`src/hdl/aes128_block_cipher_macros.svh`:
```
// Assertion macros shared by the AES-128 RTL.
`ifndef AES128_BLOCK_CIPHER_MACROS_SVH
`define AES128_BLOCK_CIPHER_MACROS_SVH
`ifndef NO_ASSERTIONS
// Same-cycle implication, checked at every rising edge outside reset.
`define AES_ASSERT_IMPLY(lbl, clk, rst_n, ante, cons) \
    lbl: assert property (@(posedge clk) disable iff (!(rst_n)) (ante) |-> (cons)) \
        else $error("assertion failed");
// Next-cycle implication.
`define AES_ASSERT_NEXT(lbl, clk, rst_n, ante, cons) \
    lbl: assert property (@(posedge clk) disable iff (!(rst_n)) (ante) |=> (cons)) \
        else $error("assertion failed");
`else
`define AES_ASSERT_IMPLY(lbl, clk, rst_n, ante, cons)
`define AES_ASSERT_NEXT(lbl, clk, rst_n, ante, cons)
`endif
`endif

```
`src/hdl/aes128_pkg.sv`:
```
`timescale 1ns / 1ps
package aes128_pkg;

    localparam int NUM_ROUNDS = 10;
    localparam int IDX_W      = 2;

    localparam logic [IDX_W-1:0] REG_KEY_HIGH = 2'd0;
    localparam logic [IDX_W-1:0] REG_KEY_LOW  = 2'd1;

    typedef logic [127:0] t_state;

    typedef struct packed {
        logic valid;
        logic action;   // 0 encrypt, 1 decrypt
    } t_cell_ctl;

    typedef struct packed {
        logic busy;
    } t_key_status;

    localparam logic [7:0] SBOX [256] = '{
        8'h63,8'h7c,8'h77,8'h7b,8'hf2,8'h6b,8'h6f,8'hc5,8'h30,8'h01,8'h67,8'h2b,8'hfe,8'hd7,8'hab,8'h76,
        8'hca,8'h82,8'hc9,8'h7d,8'hfa,8'h59,8'h47,8'hf0,8'had,8'hd4,8'ha2,8'haf,8'h9c,8'ha4,8'h72,8'hc0,
        8'hb7,8'hfd,8'h93,8'h26,8'h36,8'h3f,8'hf7,8'hcc,8'h34,8'ha5,8'he5,8'hf1,8'h71,8'hd8,8'h31,8'h15,
        8'h04,8'hc7,8'h23,8'hc3,8'h18,8'h96,8'h05,8'h9a,8'h07,8'h12,8'h80,8'he2,8'heb,8'h27,8'hb2,8'h75,
        8'h09,8'h83,8'h2c,8'h1a,8'h1b,8'h6e,8'h5a,8'ha0,8'h52,8'h3b,8'hd6,8'hb3,8'h29,8'he3,8'h2f,8'h84,
        8'h53,8'hd1,8'h00,8'hed,8'h20,8'hfc,8'hb1,8'h5b,8'h6a,8'hcb,8'hbe,8'h39,8'h4a,8'h4c,8'h58,8'hcf,
        8'hd0,8'hef,8'haa,8'hfb,8'h43,8'h4d,8'h33,8'h85,8'h45,8'hf9,8'h02,8'h7f,8'h50,8'h3c,8'h9f,8'ha8,
        8'h51,8'ha3,8'h40,8'h8f,8'h92,8'h9d,8'h38,8'hf5,8'hbc,8'hb6,8'hda,8'h21,8'h10,8'hff,8'hf3,8'hd2,
        8'hcd,8'h0c,8'h13,8'hec,8'h5f,8'h97,8'h44,8'h17,8'hc4,8'ha7,8'h7e,8'h3d,8'h64,8'h5d,8'h19,8'h73,
        8'h60,8'h81,8'h4f,8'hdc,8'h22,8'h2a,8'h90,8'h88,8'h46,8'hee,8'hb8,8'h14,8'hde,8'h5e,8'h0b,8'hdb,
        8'he0,8'h32,8'h3a,8'h0a,8'h49,8'h06,8'h24,8'h5c,8'hc2,8'hd3,8'hac,8'h62,8'h91,8'h95,8'he4,8'h79,
        8'he7,8'hc8,8'h37,8'h6d,8'h8d,8'hd5,8'h4e,8'ha9,8'h6c,8'h56,8'hf4,8'hea,8'h65,8'h7a,8'hae,8'h08,
        8'hba,8'h78,8'h25,8'h2e,8'h1c,8'ha6,8'hb4,8'hc6,8'he8,8'hdd,8'h74,8'h1f,8'h4b,8'hbd,8'h8b,8'h8a,
        8'h70,8'h3e,8'hb5,8'h66,8'h48,8'h03,8'hf6,8'h0e,8'h61,8'h35,8'h57,8'hb9,8'h86,8'hc1,8'h1d,8'h9e,
        8'he1,8'hf8,8'h98,8'h11,8'h69,8'hd9,8'h8e,8'h94,8'h9b,8'h1e,8'h87,8'he9,8'hce,8'h55,8'h28,8'hdf,
        8'h8c,8'ha1,8'h89,8'h0d,8'hbf,8'he6,8'h42,8'h68,8'h41,8'h99,8'h2d,8'h0f,8'hb0,8'h54,8'hbb,8'h16
    };

    localparam logic [7:0] INV_SBOX [256] = '{
        8'h52,8'h09,8'h6a,8'hd5,8'h30,8'h36,8'ha5,8'h38,8'hbf,8'h40,8'ha3,8'h9e,8'h81,8'hf3,8'hd7,8'hfb,
        8'h7c,8'he3,8'h39,8'h82,8'h9b,8'h2f,8'hff,8'h87,8'h34,8'h8e,8'h43,8'h44,8'hc4,8'hde,8'he9,8'hcb,
        8'h54,8'h7b,8'h94,8'h32,8'ha6,8'hc2,8'h23,8'h3d,8'hee,8'h4c,8'h95,8'h0b,8'h42,8'hfa,8'hc3,8'h4e,
        8'h08,8'h2e,8'ha1,8'h66,8'h28,8'hd9,8'h24,8'hb2,8'h76,8'h5b,8'ha2,8'h49,8'h6d,8'h8b,8'hd1,8'h25,
        8'h72,8'hf8,8'hf6,8'h64,8'h86,8'h68,8'h98,8'h16,8'hd4,8'ha4,8'h5c,8'hcc,8'h5d,8'h65,8'hb6,8'h92,
        8'h6c,8'h70,8'h48,8'h50,8'hfd,8'hed,8'hb9,8'hda,8'h5e,8'h15,8'h46,8'h57,8'ha7,8'h8d,8'h9d,8'h84,
        8'h90,8'hd8,8'hab,8'h00,8'h8c,8'hbc,8'hd3,8'h0a,8'hf7,8'he4,8'h58,8'h05,8'hb8,8'hb3,8'h45,8'h06,
        8'hd0,8'h2c,8'h1e,8'h8f,8'hca,8'h3f,8'h0f,8'h02,8'hc1,8'haf,8'hbd,8'h03,8'h01,8'h13,8'h8a,8'h6b,
        8'h3a,8'h91,8'h11,8'h41,8'h4f,8'h67,8'hdc,8'hea,8'h97,8'hf2,8'hcf,8'hce,8'hf0,8'hb4,8'he6,8'h73,
        8'h96,8'hac,8'h74,8'h22,8'he7,8'had,8'h35,8'h85,8'he2,8'hf9,8'h37,8'he8,8'h1c,8'h75,8'hdf,8'h6e,
        8'h47,8'hf1,8'h1a,8'h71,8'h1d,8'h29,8'hc5,8'h89,8'h6f,8'hb7,8'h62,8'h0e,8'haa,8'h18,8'hbe,8'h1b,
        8'hfc,8'h56,8'h3e,8'h4b,8'hc6,8'hd2,8'h79,8'h20,8'h9a,8'hdb,8'hc0,8'hfe,8'h78,8'hcd,8'h5a,8'hf4,
        8'h1f,8'hdd,8'ha8,8'h33,8'h88,8'h07,8'hc7,8'h31,8'hb1,8'h12,8'h10,8'h59,8'h27,8'h80,8'hec,8'h5f,
        8'h60,8'h51,8'h7f,8'ha9,8'h19,8'hb5,8'h4a,8'h0d,8'h2d,8'he5,8'h7a,8'h9f,8'h93,8'hc9,8'h9c,8'hef,
        8'ha0,8'he0,8'h3b,8'h4d,8'hae,8'h2a,8'hf5,8'hb0,8'hc8,8'heb,8'hbb,8'h3c,8'h83,8'h53,8'h99,8'h61,
        8'h17,8'h2b,8'h04,8'h7e,8'hba,8'h77,8'hd6,8'h26,8'he1,8'h69,8'h14,8'h63,8'h55,8'h21,8'h0c,8'h7d
    };

    function automatic logic [7:0] xtime(logic [7:0] x);
        return {x[6:0], 1'b0} ^ (x[7] ? 8'h1b : 8'h00);
    endfunction

    // State byte i sits at bits 127-8i down.
    function automatic t_state sub_shift_fwd(t_state s);
        t_state o;
        o = '0;
        for (int r = 0; r < 4; r++) begin
            for (int c = 0; c < 4; c++) begin
                o[127-8*(r+4*c) -: 8] = SBOX[s[127-8*(r+4*((c+r)&3)) -: 8]];
            end
        end
        return o;
    endfunction

    function automatic t_state sub_shift_inv(t_state s);
        t_state o;
        o = '0;
        for (int r = 0; r < 4; r++) begin
            for (int c = 0; c < 4; c++) begin
                o[127-8*(r+4*((c+r)&3)) -: 8] = INV_SBOX[s[127-8*(r+4*c) -: 8]];
            end
        end
        return o;
    endfunction

    function automatic t_state mix_fwd(t_state s);
        t_state     o;
        logic [7:0] a [4];
        o = '0;
        for (int c = 0; c < 4; c++) begin
            for (int k = 0; k < 4; k++) begin
                a[k] = s[127-8*(4*c+k) -: 8];
            end
            for (int r = 0; r < 4; r++) begin
                o[127-8*(4*c+r) -: 8] = xtime(a[r]) ^ xtime(a[(r+1)&3]) ^ a[(r+1)&3]
                                      ^ a[(r+2)&3] ^ a[(r+3)&3];
            end
        end
        return o;
    endfunction

    function automatic t_state mix_inv(t_state s);
        t_state     o;
        logic [7:0] a  [4];
        logic [7:0] x2 [4];
        logic [7:0] x4 [4];
        logic [7:0] x8 [4];
        o = '0;
        for (int c = 0; c < 4; c++) begin
            for (int k = 0; k < 4; k++) begin
                a[k]  = s[127-8*(4*c+k) -: 8];
                x2[k] = xtime(a[k]);
                x4[k] = xtime(x2[k]);
                x8[k] = xtime(x4[k]);
            end
            // coefficients 0e 0b 0d 09 along the row
            for (int r = 0; r < 4; r++) begin
                o[127-8*(4*c+r) -: 8] =
                    (x8[r] ^ x4[r] ^ x2[r])
                  ^ (x8[(r+1)&3] ^ x2[(r+1)&3] ^ a[(r+1)&3])
                  ^ (x8[(r+2)&3] ^ x4[(r+2)&3] ^ a[(r+2)&3])
                  ^ (x8[(r+3)&3] ^ a[(r+3)&3]);
            end
        end
        return o;
    endfunction

endpackage

```
`src/hdl/aes128_key_sched.sv`:
```
`timescale 1ns / 1ps
`include "aes128_block_cipher_macros.svh"
module aes128_key_sched
    import aes128_pkg::*;
(
    input  logic                       i_clk,
    input  logic                       i_rst_n,
    input  logic                       i_cfg_we,
    input  logic [IDX_W-1:0]           i_cfg_index,
    input  logic [63:0]                i_cfg_data,
    output logic [NUM_ROUNDS:0][127:0] o_round_keys,
    output t_key_status                o_status
);

    logic [NUM_ROUNDS:0][127:0] r_rk;
    logic [127:0]               r_work;
    logic [7:0]                 r_rcon;
    logic [3:0]                 r_cnt;
    logic                       r_busy;
    logic [127:0]               n_work;
    logic [31:0]                w_t;
    logic [31:0]                w_n0, w_n1, w_n2, w_n3;

    // RotWord, SubWord and round constant on the last word
    always_comb begin
        w_t  = {SBOX[r_work[23:16]] ^ r_rcon, SBOX[r_work[15:8]],
                SBOX[r_work[7:0]], SBOX[r_work[31:24]]};
        w_n0 = r_work[127:96] ^ w_t;
        w_n1 = r_work[95:64]  ^ w_n0;
        w_n2 = r_work[63:32]  ^ w_n1;
        w_n3 = r_work[31:0]   ^ w_n2;
        n_work = {w_n0, w_n1, w_n2, w_n3};
    end

    always_ff @(posedge i_clk) begin
        if (!i_rst_n) begin
            r_rk[0] <= '0;
            r_work  <= '0;
            r_rcon  <= 8'h01;
            r_cnt   <= 4'd1;
            r_busy  <= 1'b1;
        end else if (i_cfg_we && (i_cfg_index == REG_KEY_HIGH ||
                                  i_cfg_index == REG_KEY_LOW)) begin
            // restart the expansion from the new key
            if (i_cfg_index == REG_KEY_HIGH) begin
                r_rk[0][127:64] <= i_cfg_data;
                r_work          <= {i_cfg_data, r_rk[0][63:0]};
            end else begin
                r_rk[0][63:0] <= i_cfg_data;
                r_work        <= {r_rk[0][127:64], i_cfg_data};
            end
            r_rcon <= 8'h01;
            r_cnt  <= 4'd1;
            r_busy <= 1'b1;
        end else if (r_busy) begin
            r_rk[r_cnt] <= n_work;
            r_work      <= n_work;
            r_rcon      <= xtime(r_rcon);
            r_cnt       <= r_cnt + 4'd1;
            if (r_cnt == 4'(NUM_ROUNDS)) begin
                r_busy <= 1'b0;
            end
        end
    end

    assign o_round_keys  = r_rk;
    assign o_status.busy = r_busy;

    `AES_ASSERT_IMPLY(a_cnt_range, i_clk, i_rst_n, r_busy,
        r_cnt >= 4'd1 && r_cnt <= 4'(NUM_ROUNDS))
    `AES_ASSERT_IMPLY(a_done_at_last, i_clk, i_rst_n, $fell(r_busy),
        $past(r_cnt) == 4'(NUM_ROUNDS))
    `AES_ASSERT_NEXT(a_cfg_restarts, i_clk, i_rst_n, i_cfg_we && i_cfg_index == REG_KEY_LOW,
        r_busy && r_cnt == 4'd1)

endmodule

```
`config.mk`:
```
export PLATFORM = sky130hd
export DESIGN_NAME = aes128_key_sched
export DESIGN_NICKNAME = d
export VERILOG_FILES = /design/src/hdl/aes128_pkg.sv /design/src/hdl/aes128_key_sched.sv
export VERILOG_INCLUDE_DIRS = /design/src /design/src/hdl
export SDC_FILE = /design/constraint.sdc
export NUM_CORES = 2
export LEC_CHECK = 0
export ABC_AREA = 0
export BUFFER_PORTS_ARGS = -buffer_cell sky130_fd_sc_hd__buf_2
export CORE_AREA = 8 8 577 579
export CTS_CLUSTER_SIZE = 12
export DETAILED_ROUTE_END_ITERATION = 8
export DIE_AREA = 0 0 585 587
export HOLD_SLACK_MARGIN = 0.12
export PLACE_DENSITY_LB_ADDON = 0.2
export SETUP_SLACK_MARGIN = 0.4
export SLEW_MARGIN = 20
export SYNTH_ARGS = -nofsm -noshare
export SYNTH_HDL_FRONTEND = slang
export SYNTH_SLANG_ARGS = --single-unit
```
`constraint.sdc`:
```
create_clock -name i_clk -period 20.8 [get_ports i_clk]
set_clock_uncertainty 0.2 [all_clocks]
set_input_delay 4.16 -clock i_clk [delete_from_list [all_inputs] [get_ports i_clk]]
set_output_delay 4.16 -clock i_clk [all_outputs]
set_load 0.01 [all_outputs]
```
# Yosys cells after proc, flatten, opt, wreduce, memory -nomap -nowiden
# Memory sizes are Yosys's and may differ from the RTL's.
# Cells that the tools add are included.
# totals
memories	4
romBits	8192
input_bits	69
word_cells	73
output_inout_bits	1409
ff_bits	1549
# op_classes
n_eq_ne	4
mux	21
order_cmp	6
addsub	1
n_reduce_logical	9
bitwise	12
# mem_list
memory	words	word_bits	rd	rd_ports_with_merged_regs	write_ports	line	rtl
(no name shown)	256	8	1	0	0	aes128_key_sched.sv:27	SBOX[r_work[7:0]], SBOX[r_work[31:24]]};
(no name shown)	256	8	1	0	0	aes128_key_sched.sv:27	
(no name shown)	256	8	1	0	0	aes128_key_sched.sv:26	w_t = {SBOX[r_work[23:16]] ^ r_rcon, SBOX[r_work[15:8]],
(no name shown)	256	8	1	0	0	aes128_key_sched.sv:26	
# ops
cell	n
1408-bit bitwise mux	1
128-bit two-way mux	6
128-bit demux with 4-bit select	1
64-bit two-way mux	2
32-bit bitwise XOR	4
8-bit two-way mux	8
9-bit greater-or-equal comparator, second input constant	4
8-bit NOT with 9-bit output	4
8-bit by 5-bit bitwise XOR with 8-bit output	1
8-bit bitwise XOR	1
4-bit by 5-bit < comparator with 1-bit output, second input constant	1
5-bit two-way mux	1
4-bit by 1-bit adder with 4-bit output, second input constant	1
4-bit equality test, second input constant	1
4-bit by 1-bit greater-or-equal comparator with 1-bit output, second input constant	1
2-bit != test, second input constant	2
2-bit AND reduction	2
3-bit AND reduction	1
2-bit by 1-bit equality test with 1-bit output, second input constant	1
1-bit logical AND	2
2-bit logical NOT	1
1-bit two-way mux	2
1-bit NOT	2
2-bit nonzero test	1
other kinds (2)	2

# Depth between registers and ports, before layout
# logic_depth
depth_word	12
mapped_depth	16

# Worst setup path after synthesis
# No wires, ideal clock.
# synth_timing
path_kind	input-to-reg
start	input i_cfg_index[1]
end	register r_rk (netlist bit o_round_keys[1000]) (enable)
setup_slack_ns	9.352
arrival_time_ns	10.631
stages	7
setup_ns	0.617
required_ns	19.983
cell_sequence	nand2b_1 > clkbuf_1 > nand2_1 > clkbuf_1 > nor2_1 > nand3b_1 > nor2_1
# synth_via
elab_chain_len	5
elab_cells_between_ends	6
classes_between	1 x eq/ne; 1 x bitwise; 4 x reduce/logical
# synth_rtl
item	line	rtl
from (decl)	aes128_key_sched.sv:9	input logic [IDX_W-1:0] i_cfg_index,
2-bit by 1-bit equality test with 1-bit output or 2-bit logical NOT (tied branches)	aes128_key_sched.sv:43, aes128_key_sched.sv:42	
1-bit logical OR *	aes128_key_sched.sv:42	end else if (i_cfg_we && (i_cfg_index == REG_KEY_HIGH ||
1-bit logical AND *	aes128_key_sched.sv:42	
1-bit NOT (no line) *	-	
3-bit AND reduction (no line) *	-	
to (signal, indexed assignment)	aes128_key_sched.sv:56	r_rk[r_cnt] <= n_work;
to (decl)	aes128_key_sched.sv:15	logic [NUM_ROUNDS:0][127:0] r_rk;
# Every way passes the cells marked *; elsewhere a longest branch is shown, timed or not.
# A chain may end at the register's enable or synchronous reset.

# Final worst setup path
# layout_timing
start	input i_cfg_index[1]
end	register r_rk (netlist bit o_round_keys[11])
# layout_via
elab_chain_len	5
elab_cells_between_ends	8
classes_between	2 x eq/ne; 1 x mux; 5 x reduce/logical
# layout_rtl
item	line
2-bit by 1-bit equality test with 1-bit output or 2-bit logical NOT (tied branches)	aes128_key_sched.sv:43, aes128_key_sched.sv:42, aes128_key_sched.sv:45
1-bit logical OR	aes128_key_sched.sv:42
1-bit logical AND	aes128_key_sched.sv:42
2-bit != test (no line) or 2-bit nonzero test (tied branches)	-
2-bit AND reduction (no line)	-
# Several ways; a longest one is shown, not always the timed one.

==> impl_metrics.yaml <==
detailed_routing:
  final_antenna_net_count: 0
  vias_per_cell: 5.12
  wirelength_mm: 402
  wire_per_inst_um: 35.4
  firstDrtPassIters: 6
  drt_iter0_markers: 7324
  drc: 0
  vias: 58098
setup_path:
  arrival_ns: 8.53
  cp-end-kind: "register"
  worstPathCellList: "buf_2, nand2b_4, buf_4, and3_4, nand2_1, nand2_4, buf_4, o21ai_0, or4_1, nand3b_1"
  critPathMaxFanout: 75
  r2r_setup_slack_ns: 13.84
  crit_required_ns: 21.35
  crit_type: "primary input to register"
  cp_slowest_cell: "buf_4"
  cp_slowest_stage_delay_ns: 0.78
  crit_path_start_kind: "primary input"
  ff2ff_path_depth: 15
  cpMostUsedCell: "buf_4"
yosys:
  synth-main-ff-cell: "edfxtp_1"
  syn_inst: 5536
  syn_nets: 5665
  synthAdderAreaFrac: 0.0110
  ys_seq_area_frac: 0.626
  syn_area_per_cell_um2: 12.6
  synth_area_leaders: "edfxtp_1 (55%), dfxtp_1 (7.7%), nand2_1 (1.8%)"
  yosysUniqueCellTypes: 108
  synth_top_family_by_area: "compound AO/OA/AOI/OAI gates"
  synth_warnings: 0
  yosys.area_share.simple: 0.109
  synthArstFlopShare: 0
  ys_ff_latch: 1549
  synthXorXnorAreaFrac: 0.0371
  synthesis.area_mm2: 0.0700
  yosysTopAreaCell: "edfxtp_1"
  synth_compound_area_frac: 0.146
  muxShareOfSynthArea: 0.0351
  yosys.area.top_type_share: 0.549
  synth_edf_count: 1280
min_path:
  worstHoldPathType: "register to register"
  holdPathStages: 2
die:
  dieArea_mm2: 0.343
  dieWidth_um: 585
  die-height_um: 587
  core_area_mm2: 0.323
  pin_count: 1478
  start_util: 0.216
  std_cell_rows: 209
placement:
  pre_cts_ws_ns: 11.97
  routabilityCongestion: 0.924
  dp_cells: 11046
  portBuffers: 1477
  place_area_mm2: 0.0828
  place_hpwl_mm: 297
power:
  internal_power_w: 0.00942
  p_seq_frac: 0.301
  irDropWorstVdd_mv: 0.141
  power.share.combinational: 0.543
  pwr_density_cell_mw_per_mm2: 214
  p_switching_w: 0.00944
  pwr-share-clk: 0.156
  p_leak_nw: 31.9
  sw_frac_of_total: 0.501
cells_and_area:
  multiInputGateArea_mm2: 0.0242
  syn_to_final_growth_pct: 26.0
  num-nets-final: 7031
  post-route-util: 0.273
  fillers: 33757
  instances_no_fill: 11351
  seq_area_mm2: 0.0439
  drive_gt1_frac: 0.306
  final_cell_area_mm2: 0.0881
cts:
  cts_tree: "yes"
  insertion_delay_ns: 0.85
  cts_sinks: 1549
  cts_root_buf: "clkbuf_16"
  numCtsBuffers: 177
  ctsHoldBuffers: 0
  ctsResizeCount: 0
  htreeDepth: 4
  cts_max_path_buffers: 4
  cts.clk_slew.worst_paths_ns: 0.06
  cts_setup_buffers: 0
sta:
  worst_slew_pin_slew_ns: 1.19
  hold_viol_final: 0
  fmax_mhz: 125
  final_max_slew_viol_count: 0
  setup_viol: 0
  setup_slack_ns: 12.82
  period_share: 0.384
  rsz0062_at_grt: "no"
  relSlewSlack: 0.207
  setup_tns_ns: 0
  post-route-min-period_ns: 7.98
grt:
  grt_usage: 0.221
  grt_start_max_net_pins: 103
  grt_first_pass_wirelength_mm: 529
  antenna_found_initial: 90
  grt-ovfl-total: 0
  grt_pass1_vias: 54698
flow_run:
  cap_violations: 0
outcome:
  status: "complete, no violations"
## cells by family after synthesis
| group | after synthesis |
|---|---|
| flip-flops | 1549 |
| AND/OR/NAND/NOR | 1488 |
| AO/OA/AOI/OAI | 1431 |
| buffers and inverters | 587 |
| XOR/XNOR | 224 |
| multiplexers | 195 |
| adder cells (fa/ha/maj) | 62 |
## power groups by stage
stage / registers (W) / logic [W] / clock network, W
final: 0.00567 / 0.0102 / 0.00295
after global routing: 0.00571 / 0.0107 / 0.00311
after CTS: 0.00567 / 0.0102 / 0.00302
after detailed placement: 0.00573 / 0.0102 / 0
after global placement: 0.00573 / 0.0102 / 0
after floorplan: 0.00566 / 0.00417 / 0
## layout make-up
type,instances,area share
multi-input combinational,3400,0.275
sequential,1549,0.498
timing repair buffer,1677,0.102
tap,4325,0.0614
clock inverter,61,0.00625
antenna,28,0.000795
inverter,97,0.00419
clock buffer,214,0.0528
## cell usage after synthesis, types with 117 or more instances
cell	n
mux2i_1	117
edfxtp_1	1280
a21oi_1	250
clkbuf_1	288
xnor2_1	119
nor2b_1	133
nor3_1	127
nor2_1	309
dfxtp_1	269
buf_2	119
nand2_1	344
nand2b_1	131
o21ai_0	252
## sequential cells by signal, indices dropped and copies added (netlist names)
name / flops
r_work: 128
r_cnt: 4
r_rcon: 8
o_round_keys: 1408
o_status: 1
## per-layer routing
| layer | GRT usage | routed length [µm] |
|---|---|---|
| met1 | 0.286 | 163000 |
| met3 | 0.0593 | 38500 |
| met2 | 0.359 | 186000 |
| met5 | 0 | 108 |
| met4 | 0.0700 | 14100 |
## per-stage QoR
step | total power (W) | hold WS, ns
floorplan | 0.00983 | 0.270
finish | 0.0189 | 0.296
global placement | 0.0159 | 0.272
CTS | 0.0189 | 0.296
detailed placement | 0.0159 | 0.280
global route | 0.0195 | 0.314
## path summary, 6_finish.rpt
kind	start	to
setup / recovery	i_cfg_index[1]	o_round_keys[11]
hold / removal	r_work[122]	r_work[122]
setup reg to reg	r_work[8]	r_work[22]
hold reg to reg	r_work[122]	r_work[122]
## placed cells by master, fill, tap and decap left out, types with 24 or more instances in the layout
cell type     n
o22ai_1      36
mux2i_1     117
inv_1        77
mux4_2       36
nand2_1     341
a221oi_1     77
o32ai_1      24
nor2b_1     131
and2_1       53
a31oi_1     107
a311oi_1     37
nand2b_1    130
a21oi_1     249
ha_1         60
nand3_1     106
xor2_1       42
clkbuf_1     31
nor4_1       37
o211ai_1     68
nor3_1      125
or3_1        44
o21ai_0     252
xnor2_1      95
o31ai_1      33
diode_2      28
buf_4       195
edfxtp_1   1280
clkbuf_16   179
clkinv_1     30
a311o_1      40
dfxtp_1     254
a211oi_1    110
a32oi_1      30
mux2_2       39
nor2_1      298
xnor3_1      31
xnor2_2      24
buf_2      1475
nand4_1      41
o311ai_0     35
## critical path: cells and delay by family
family / cells / cell delay, ns
buffers and inverters: 3 / 1.59
AND/OR/NAND/NOR: 6 / 2.32
AO/OA/AOI/OAI: 1 / 0.27
No activity file was read; power rests on OpenSTA's default activity.
